[src/hdl/rgb_to_hsv_pixel_core_assert.svh]
// ---------------------------------------------------------------------------
// Assertion macros for the RGB to HSV pixel core
// Clocked, reset-qualified assertion helpers.
// ---------------------------------------------------------------------------
`ifndef RGB_TO_HSV_PIXEL_CORE_ASSERT_SVH
`define RGB_TO_HSV_PIXEL_CORE_ASSERT_SVH

// implication checked every clock edge outside reset
`define HSV_ASSERT_IMP(label, clk, rst, ante, cons, msg) \
   label: assert property (@(posedge clk) disable iff (rst) (ante) |-> (cons)) else $error(msg);

// next-cycle implication checked outside reset
`define HSV_ASSERT_NXT(label, clk, rst, ante, cons, msg) \
   label: assert property (@(posedge clk) disable iff (rst) (ante) |=> (cons)) else $error(msg);

`endif

[src/hdl/hsv_pkg.sv]
// ---------------------------------------------------------------------------
// RGB to HSV package
// Widths, divider cell count and the stage record passed along the divider chain.
// ---------------------------------------------------------------------------
package hsv_pkg;

   localparam int ChanW  = 8;
   localparam int FracW  = 16;
   localparam int DenW   = 11;            // 6*C up to 1530
   localparam int RemW   = DenW + 1;
   localparam int NumCells = FracW;       // one quotient bit per cell
   localparam int QW     = NumCells;

   typedef struct packed {
      logic [RemW-1:0] rem;
      logic [QW-1:0]   quo;
      logic [DenW-1:0] den;
   } div_lane_type;

   typedef struct packed {
      logic            valid;
      div_lane_type    hue;
      div_lane_type    sat;
      logic [ChanW-1:0] val;
   } hsv_stage_type;

endpackage

[src/hdl/hsv_front.sv]
// ---------------------------------------------------------------------------
// RGB to HSV front end
// Finds max, chroma, sector numerator and denominators; registers them.
// ---------------------------------------------------------------------------
module hsv_front (
   input  logic                      clock,
   input  logic                      reset,
   input  logic                      advance,
   input  logic                      in_valid,
   input  logic [hsv_pkg::ChanW-1:0] red,
   input  logic [hsv_pkg::ChanW-1:0] green,
   input  logic [hsv_pkg::ChanW-1:0] blue,
   output hsv_pkg::hsv_stage_type    stage_out
);
   logic [hsv_pkg::ChanW-1:0] vmax, vmin, chroma;
   logic [hsv_pkg::DenW-1:0]  num, den6;
   hsv_pkg::hsv_stage_type    stage_in, stage_ff;

   always_comb begin
      vmax = (red > green) ? red : green;
      if (blue > vmax) vmax = blue;
      vmin = (red < green) ? red : green;
      if (blue < vmin) vmin = blue;
      chroma = vmax - vmin;
      den6 = hsv_pkg::DenW'(6 * chroma);
      if (vmax == blue) begin
         num = hsv_pkg::DenW'(red) + hsv_pkg::DenW'({chroma, 2'b00}) - hsv_pkg::DenW'(green);
      end else if (vmax == green) begin
         num = hsv_pkg::DenW'(blue) + hsv_pkg::DenW'({chroma, 1'b0}) - hsv_pkg::DenW'(red);
      end else if (green >= blue) begin
         num = hsv_pkg::DenW'(green) - hsv_pkg::DenW'(blue);
      end else begin
         num = den6 + hsv_pkg::DenW'(green) - hsv_pkg::DenW'(blue);
      end
      stage_in.valid   = in_valid;
      stage_in.val     = vmax;
      stage_in.hue.rem = hsv_pkg::RemW'(num);
      stage_in.hue.quo = '0;
      stage_in.hue.den = den6;
      // numerator scaled by 65535 = (C << 16) - C, quotient < 65536
      stage_in.sat.rem = hsv_pkg::RemW'(chroma);
      stage_in.sat.quo = '0;
      stage_in.sat.den = hsv_pkg::DenW'(vmax);
   end

   always_ff @(posedge clock) begin
      if (reset) begin
         stage_ff.valid <= 1'b0;
      end else if (advance) begin
         stage_ff.valid <= stage_in.valid;
      end
   end

   // payload bits need no reset
   always_ff @(posedge clock) begin
      if (advance) begin
         stage_ff.val <= stage_in.val;
         stage_ff.hue <= stage_in.hue;
         stage_ff.sat <= stage_in.sat;
      end
   end

   assign stage_out = stage_ff;
endmodule

[src/hdl/hsv_div_cell.sv]
// ---------------------------------------------------------------------------
// RGB to HSV divider cell
// One restoring division step for hue and saturation lanes, registered.
// ---------------------------------------------------------------------------
module hsv_div_cell (
   input  logic                   clock,
   input  logic                   reset,
   input  logic                   advance,
   input  hsv_pkg::hsv_stage_type stage_in_d,
   output hsv_pkg::hsv_stage_type stage_out
);
   hsv_pkg::hsv_stage_type stage_in, stage_ff;
   logic [hsv_pkg::RemW:0] htry, strial;

   always_comb begin
      stage_in = stage_in_d;
      htry = {stage_in_d.hue.rem, 1'b0};
      if (htry >= {2'b00, stage_in_d.hue.den}) begin
         stage_in.hue.rem = hsv_pkg::RemW'(htry - {2'b00, stage_in_d.hue.den});
         stage_in.hue.quo = {stage_in_d.hue.quo[hsv_pkg::QW-2:0], 1'b1};
      end else begin
         stage_in.hue.rem = hsv_pkg::RemW'(htry);
         stage_in.hue.quo = {stage_in_d.hue.quo[hsv_pkg::QW-2:0], 1'b0};
      end
      strial = {stage_in_d.sat.rem, 1'b0};
      if (strial >= {2'b00, stage_in_d.sat.den}) begin
         stage_in.sat.rem = hsv_pkg::RemW'(strial - {2'b00, stage_in_d.sat.den});
         stage_in.sat.quo = {stage_in_d.sat.quo[hsv_pkg::QW-2:0], 1'b1};
      end else begin
         stage_in.sat.rem = hsv_pkg::RemW'(strial);
         stage_in.sat.quo = {stage_in_d.sat.quo[hsv_pkg::QW-2:0], 1'b0};
      end
   end

   always_ff @(posedge clock) begin
      if (reset) begin
         stage_ff.valid <= 1'b0;
      end else if (advance) begin
         stage_ff.valid <= stage_in.valid;
      end
   end

   always_ff @(posedge clock) begin
      if (advance) begin
         stage_ff.val <= stage_in.val;
         stage_ff.hue <= stage_in.hue;
         stage_ff.sat <= stage_in.sat;
      end
   end

   assign stage_out = stage_ff;
endmodule

[src/hdl/rgb_to_hsv_pixel_core.sv]
// ---------------------------------------------------------------------------
// RGB to HSV pixel core
// Converts one 8-bit RGB pixel per clock, unless the output stalls, into 16-bit hue/saturation and 8-bit value.
// ---------------------------------------------------------------------------
// Pipeline: front stage, 16 divider cells and output stage; all of them hold
// while rsp_tready is low and the output register is full.
// Throughput: one pixel per cycle unless the output stalls; the divider cell chain sets the depth.
// Reset: synchronous, clears all valid bits; the pipe is empty after reset.
module rgb_to_hsv_pixel_core (
   input  logic        clock,
   input  logic        reset,
   input  logic        req_tvalid,
   output logic        req_tready,
   input  logic [23:0] req_tdata,   // red[7:0], green[15:8], blue[23:16]
   output logic        rsp_tvalid,
   input  logic        rsp_tready,
   output logic [39:0] rsp_tdata    // hue[15:0], saturation[31:16], brightness[39:32]
);
`include "rgb_to_hsv_pixel_core_assert.svh"

   localparam int N = hsv_pkg::NumCells;

   hsv_pkg::hsv_stage_type chain [0:N];
   logic        advance;
   logic        rsp_valid_ff;
   logic [39:0] rsp_data_ff;
   logic [hsv_pkg::ChanW-1:0] c_pipe [0:N];
   logic [hsv_pkg::RemW-1:0]  rem_last;
   logic [hsv_pkg::QW-1:0]    sat_fix;

   // pipe moves whenever the output register is free or being drained
   assign advance    = !rsp_valid_ff || rsp_tready;
   assign req_tready = advance;

   hsv_front u_front (
      .clock     (clock),
      .reset     (reset),
      .advance   (advance),
      .in_valid  (req_tvalid),
      .red       (req_tdata[7:0]),
      .green     (req_tdata[15:8]),
      .blue      (req_tdata[23:16]),
      .stage_out (chain[0])
   );

   for (genvar i = 0; i < N; i++) begin : g_cell
      hsv_div_cell u_cell (
         .clock      (clock),
         .reset      (reset),
         .advance    (advance),
         .stage_in_d (chain[i]),
         .stage_out  (chain[i+1])
      );
   end

   // sat quotient is floor(C*65536/V) with remainder in [0, V];
   // floor((C*65536 - C)/V) is one less when that remainder is below C
   assign c_pipe[0] = chain[0].sat.rem[hsv_pkg::ChanW-1:0];
   for (genvar j = 0; j < N; j++) begin : g_cpipe
      logic [hsv_pkg::ChanW-1:0] c_ff;
      always_ff @(posedge clock) begin
         if (advance) c_ff <= c_pipe[j];
      end
      assign c_pipe[j+1] = c_ff;
   end
   assign rem_last = chain[N].sat.rem;
   always_comb begin
      sat_fix = chain[N].sat.quo;
      if (chain[N].sat.den == '0) begin
         sat_fix = '0;
      end else if (rem_last < hsv_pkg::RemW'(c_pipe[N])) begin
         sat_fix = chain[N].sat.quo - 16'd1;
      end
   end

   always_ff @(posedge clock) begin
      if (reset) begin
         rsp_valid_ff <= 1'b0;
      end else if (advance) begin
         rsp_valid_ff <= chain[N].valid;
      end
   end

   always_ff @(posedge clock) begin
      if (advance) begin
         rsp_data_ff <= {chain[N].val, sat_fix,
                         (chain[N].hue.den == '0) ? 16'h0000 : chain[N].hue.quo};
      end
   end

   assign rsp_tvalid = rsp_valid_ff;
   assign rsp_tdata  = rsp_data_ff;

   `HSV_ASSERT_NXT(a_hold, clock, reset, rsp_tvalid && !rsp_tready, rsp_tvalid && $stable(rsp_tdata), "response changed while stalled")
   `HSV_ASSERT_IMP(a_ready, clock, reset, !rsp_tvalid, req_tready, "input stalled with empty output")
   `HSV_ASSERT_IMP(a_black, clock, reset, rsp_tvalid && rsp_tdata[39:32] == 8'd0, rsp_tdata[31:0] == 32'd0, "black pixel not zero")
endmodule

[config.mk]
export PLATFORM = sky130hd
export DESIGN_NAME = rgb_to_hsv_pixel_core
export DESIGN_NICKNAME = d
export VERILOG_FILES = /design/src/hdl/hsv_pkg.sv /design/src/hdl/hsv_front.sv /design/src/hdl/hsv_div_cell.sv /design/src/hdl/rgb_to_hsv_pixel_core.sv
export VERILOG_INCLUDE_DIRS = /design/src /design/src/hdl
export SDC_FILE = /design/constraint.sdc
export NUM_CORES = 2
export LEC_CHECK = 0
export ABC_CLOCK_PERIOD_IN_PS = 39900
export BUFFER_PORTS_ARGS = -buffer_cell sky130_fd_sc_hd__clkbuf_2
export CAP_MARGIN = 20
export CORE_UTILIZATION = 25
export CTS_CLUSTER_DIAMETER = 120
export DETAILED_ROUTE_END_ITERATION = 6
export GPL_TIMING_DRIVEN = 0
export PLACE_DENSITY = 0.38
export SLEW_MARGIN = 20
export SYNTH_ARGS = -nofsm -noshare
export SYNTH_HDL_FRONTEND = slang
export SYNTH_SLANG_ARGS = --single-unit
[constraint.sdc]
create_clock -name clock -period 39.9 [get_ports clock]
set_input_delay 3.99 -clock clock [delete_from_list [all_inputs] [get_ports clock]]
set_output_delay 3.99 -clock clock [all_outputs]
set_load 0.05 [all_outputs]
Word level (Yosys, flattened, before mapping)

Cells that the tools add are included.

Output and inout bits: 42
Memories: 0
Bits in registers: 1363
Bits in latches: 0
RAM bits: 0
Bits in read-only memories: 0

Reductions and logical operators: 4
Bitwise operators: 0
Shift operators: 0
Add/subtract/negate cells: 40
Mux-type cells: 40
Order comparisons: 38
Equality and inequality tests: 2
$mul: 1
Div/mod/pow operators: 0

Operators by type and width:

| cell                                                                 | count |
|---|---|
| 28-bit 2-to-1 mux                                                    | 30 |
| 13-bit by 11-bit greater-or-equal comparator with 1-bit output       | 15 |
| 13-bit by 8-bit greater-or-equal comparator with 1-bit output        | 15 |
| 12-bit by 11-bit subtractor with 12-bit output                       | 15 |
| 12-bit by 8-bit subtractor with 12-bit output                        | 15 |
| 11-bit 2-to-1 mux                                                    | 3 |
| 11-bit by 8-bit subtractor with 11-bit output                        | 3 |
| 8-bit 2-to-1 mux                                                     | 4 |
| 25-bit 2-to-1 mux                                                    | 1 |
| 11-bit logical NOT                                                   | 2 |
| 8-bit == test                                                        | 2 |
| 8-bit > comparator                                                   | 2 |
| 8-bit less-than comparator                                           | 2 |
| 16-bit 2-to-1 mux                                                    | 1 |
| 16-bit by 1-bit subtractor with 16-bit output, second input constant | 1 |
| 12-bit by 11-bit greater-or-equal comparator with 1-bit output       | 1 |
| 12-bit by 8-bit less-than comparator with 1-bit output               | 1 |
| 11-bit by 8-bit adder with 11-bit output                             | 1 |
| 8-bit by 10-bit adder with 11-bit output                             | 1 |
| 8-bit by 9-bit adder with 10-bit output                              | 1 |
| 2-bit by 8-bit multiplier with 10-bit output, first input constant   | 1 |
| 9-bit by 8-bit subtractor with 10-bit output                         | 1 |
| 9-bit by 8-bit greater-or-equal comparator with 1-bit output         | 1 |
| 8-bit by 8-bit subtractor with 9-bit output                          | 1 |
| other kinds (5)                                                      | 5 |

Logic depth before layout (Yosys ltp)

Depth in word-level cells: 11
Depth in mapped cells: 47
Gate-level depth less buffers: 45

Cells and area by module

From an unflattened synthesis, not the netlist that was laid out.

Cell total of the unflattened synthesis: 5713
Area total of the unflattened synthesis: 77629.5 sq um

Modules (own cells, without submodules):

| module                | instances | area each (sq um) | cells each |
|---|---|---|---|
| hsv_div_cell          | 16        | 4126.5            | 297 |
| rgb_to_hsv_pixel_core | 1         | 5890.6            | 300 |
| hsv_front             | 1         | 5715.5            | 661 |

Least setup slack after synthesis

No wires, ideal clock.

Kind: input-to-output
From: in rsp_tready
To: out req_tready
Path buffers: 2
Path slack: 1.358 ns
Data arrival time: 34.552 ns
Data required time: 35.910 ns
Stages on the path: 4
Cell sequence: nor2b_1 clkbuf_1 clkinv_1 clkbuf_1

Longest elaborated chain between the ends: 1

Ends and longest elaborated chain:

| what             | line                        | source |
|---|---|---|
| from (decl)      | rgb_to_hsv_pixel_core.sv:16 | `input logic rsp_tready,` |
| 1-bit logical OR | rgb_to_hsv_pixel_core.sv:32 | `assign advance = !rsp_valid_ff \|\| rsp_tready;` |
| to (decl)        | rgb_to_hsv_pixel_core.sv:13 | `output logic req_tready,` |

Every way passes these cells.

Worst setup path in the final report

From: in req_tdata[9]
To: reg u_front.stage_ff, in the netlist u_front.stage_out[84], data pin

Longest elaborated chain between the ends: 11
Elaborated cells between the ends (all ways): 23
Classes of those cells: 8 x add/sub; 1 x mul; 5 x order compare; 2 x eq/ne; 7 x mux

Ends and longest elaborated chain:

| what                                                             | line                             | source |
|---|---|---|
| from (decl)                                                      | rgb_to_hsv_pixel_core.sv:14      | `input logic [23:0] req_tdata,` |
| 8-bit > comparator or 8-bit less-than comparator (tied branches) | hsv_front.sv:20, hsv_front.sv:22 |  |
| 8-bit 2-to-1 mux, on equally long branches                       | hsv_front.sv:20, hsv_front.sv:22 |  |
| 8-bit > comparator or 8-bit less-than comparator (tied branches) | hsv_front.sv:21, hsv_front.sv:23 |  |
| 8-bit 2-to-1 mux, on equally long branches                       | hsv_front.sv:21, hsv_front.sv:23 |  |
| 8-bit subtractor *                                               | hsv_front.sv:24                  | `chroma = vmax - vmin;` |
| net u_front.chroma (one bit)                                     | hsv_front.sv:15                  | `logic [hsv_pkg::ChanW-1:0] vmax, vmin, chroma;` |
| 2-bit by 8-bit multiplier with 10-bit output                     | hsv_front.sv:25                  | `den6 = hsv_pkg::DenW'(6 * chroma);` |
| 11-bit by 8-bit adder with 11-bit output                         | hsv_front.sv:33                  | `num = den6 + hsv_pkg::DenW'(green) - hsv_pkg::DenW'(blue);` |
| 11-bit by 8-bit subtractor with 11-bit output                    | hsv_front.sv:33                  |  |
| 11-bit 2-to-1 mux                                                | hsv_front.sv:30                  | `end else if (green >= blue) begin` |
| 11-bit 2-to-1 mux                                                | hsv_front.sv:28                  | `end else if (vmax == green) begin` |
| 11-bit 2-to-1 mux *                                              | hsv_front.sv:26                  | `if (vmax == blue) begin` |
| net u_front.num (one bit)                                        | hsv_front.sv:16                  | `logic [hsv_pkg::DenW-1:0] num, den6;` |
| to (decl)                                                        | hsv_front.sv:17                  | `hsv_pkg::hsv_stage_type stage_in, stage_ff;` |

Mark *: on every way through the listed nets, which the timed path passes. The rest lies on a longest branch.
A chain may end at the register's enable or synchronous reset.

==> reports/results.txt <==
outcome: finished, final reports clean
Post-synth EDFFs: 1,103
Final Hold Slack: 0.3931 ns
cell type with the largest total area after synthesis: edfxtp_1
clk_skew: 0.04120 ns
clk root buf: clkbuf_16
worst reg2reg path depth: 15
Most common cell on crit path: inv_1
chip height: 470.5 um
ANT nets after route: 0
drt via density: 4.167
Critical Path AT: 15.59 ns
hold_sp: g_cpipe[6].c_ff[2]
clock tree buffer depth: 3
count leader, synth: edfxtp_1
R2R Path End: rsp_tdata[27]
max frequency: 66.09 MHz
Yosys reg bits: 1,121
clock buffer count from CTS: 137
Starting DRT DRC Count: 1,399
Final HPWL DP: 81,400 um
Hold Path Depth: 0
Reg clk slew, reported paths: 0.06 ns
Mapped Area: 54,870 um^2
dominant cells by area after synthesis: edfxtp_1 60%, ha_1 8.5%, inv_1 3.9%
Total Nets Final: 5,072
sequential area share after synthesis: 0.6102
number of global-route vias before repair: 33,530
full die area: 221,400 um^2
all-layer global routing usage: 0.09873
relative slew slack: 0.3328
Layout Cells excl Fill: 7,585
Pins Over Slew Limit: 0
Cells after Synth: 4,389
Final Hold Violating Endpoints: 0
post-synth net total: 4,840
IO Count: 70
Post-synth ARST share: 0
Tmin final: 15.13 ns
setup bufs post-CTS: 0
# setup viols final: 0
Commonest cells post-synth: 1,103 x edfxtp_1, 566 x inv_1, 424 x a21oi_1
Die W: 470.5 um
Synth Flop Type: edfxtp_1
initial antenna violation count: 0
worst hold path type: flop to flop
Critical Path RT: 40.36 ns
Worst R2R Setup Slack: 35.68 ns
first-pass GRT wire length: 175,400 um
share of cells above drive strength 1: 0.08159
Total Wirelength: 108,900 um
PnR worst setup slack: 24.77 ns
clock net sink count: 1,121
critical path class: input pin to flop
Core ar.: 217,600 um^2
synth warn: 0
RSZ-0062 raised after global routing: no
post-route clock period utilization: 0.3792
H-tree Lvls: 4
diodes inserted: 0
reg2reg start: g_cell[15].u_cell.stage_out[36]
Worst path slowest cell: mux2i_1
routed vias: 31,610
post-DR wirelength/cell: 14.35 um
Resized Gates After CTS: 0
hold endpoint: g_cpipe[7].c_ff[2]
DP Worst Slack: 23.92 ns
total grt overflow: 0
Residual DRC: 0
Critical Path Sink Type: flop
area share of the largest cell type after synthesis: 0.6036
total negative slack: 0 ns
hold buffers post-CTS: 0
Crit Path Max Fanout: 10
largest net degree at the start of global routing: 55
critical path launch point type: input pin
routability cong.: 0.7946
Starting Density: 0.2522
maxcap violations: 0
CTS tree: yes
CP max stage delay: 0.67 ns
Worst Tran Pin Value: 0.9982 ns
Pre-Repair DR Iteration Count: 5
synth unique cells: 94
Rows: 171
Port Buf Inserts: 68
Worst-Skew Late Latency: 0.78 ns
Avg Cell Area, Syn: 12.50 um^2
area grow syn2layout: 16.63%
dpl cells: 7,336
through the flow:
step	util	area (um^2)
2_1_floorplan	-	54870
3_3_place_gp	0.2702	58780
3_5_place_dp	0.2730	59400
4_1_cts	0.2941	64000
5_1_grt	0.2941	64000
6_report	0.2941	64000
registers in the layout, indices dropped and copies added, names as in the netlist:
register,cells
u_front.stage_out,37
g_cell.u_cell.stage_out,915
rsp_tdata,40
g_cpipe.c_ff,128
rsp_tvalid,1
metal layers:
metal,GRT usage,vias up,part of all wire
met4,0.03589,0,0.030
li1,-,16100,-
met5,0,-,0
met1,0.1051,14950,0.41
met2,0.1893,347,0.53
met3,0.01998,217,0.031
cell usage in the layout, fill, tap and decap left out, types with 78 or more instances in the layout:
cell type and instances:
xor2_1 78, nand2b_1 132, nor2b_1 87, clkbuf_1 87, nand3_1 92, ha_1 371, xnor2_1 198, inv_1 566
a21o_1 122, nor2_1 313, o21ai_0 198, a21oi_1 424, clkbuf_16 137, edfxtp_1 1103, nand2_1 149
final cells by class:
class / instances / area, um^2
fillers: 21960 / 153600
flip-flops and latches: 1121 / 33480
multi-input cells: 2634 / 18980
well taps: 2854 / 3571
clock buffers: 169 / 3558
inverters: 568 / 2132
clock inverters: 80 / 1039
repair buffers: 93 / 953.4
plain buffers: 66 / 284.0
worst max path at each step:
stage                                 end         start  cells past startpoint
finish              u_front.stage_out[84]  req_tdata[9]                     43
global placement               req_tready    rsp_tready                      6
detailed placement  u_front.stage_out[84]  req_tdata[9]                     43
global route        u_front.stage_out[84]  req_tdata[9]                     43
floorplan                      req_tready    rsp_tready                      4
CTS                 u_front.stage_out[84]  req_tdata[9]                     43
worst max-delay path, delay by kind of cell:
kind / cells / cell delay [ns]
adders and majority gates: 6 / 2.19
buffers and inverters: 7 / 1.37
xor gates and xnor gates: 5 / 1.44
AOI/OAI and AO/OA: 17 / 4.25
muxes: 2 / 1.12
and+or+nand+nor: 6 / 1.25
cells by family after synthesis:
kind of cell,count (synthesis),share of synthesized area
adders and majority gates,424,0.1038
muxes,52,0.01058
DFF,1121,0.6102
AOI/OAI and AO/OA,865,0.09299
and+or+nand+nor,1014,0.09358
xor gates and xnor gates,279,0.04494
buffers and inverters,634,0.04396
Power is left out: the tool's default activity adds up to more than one toggle a clock period on the data nets, which glitch-free logic cannot reach.
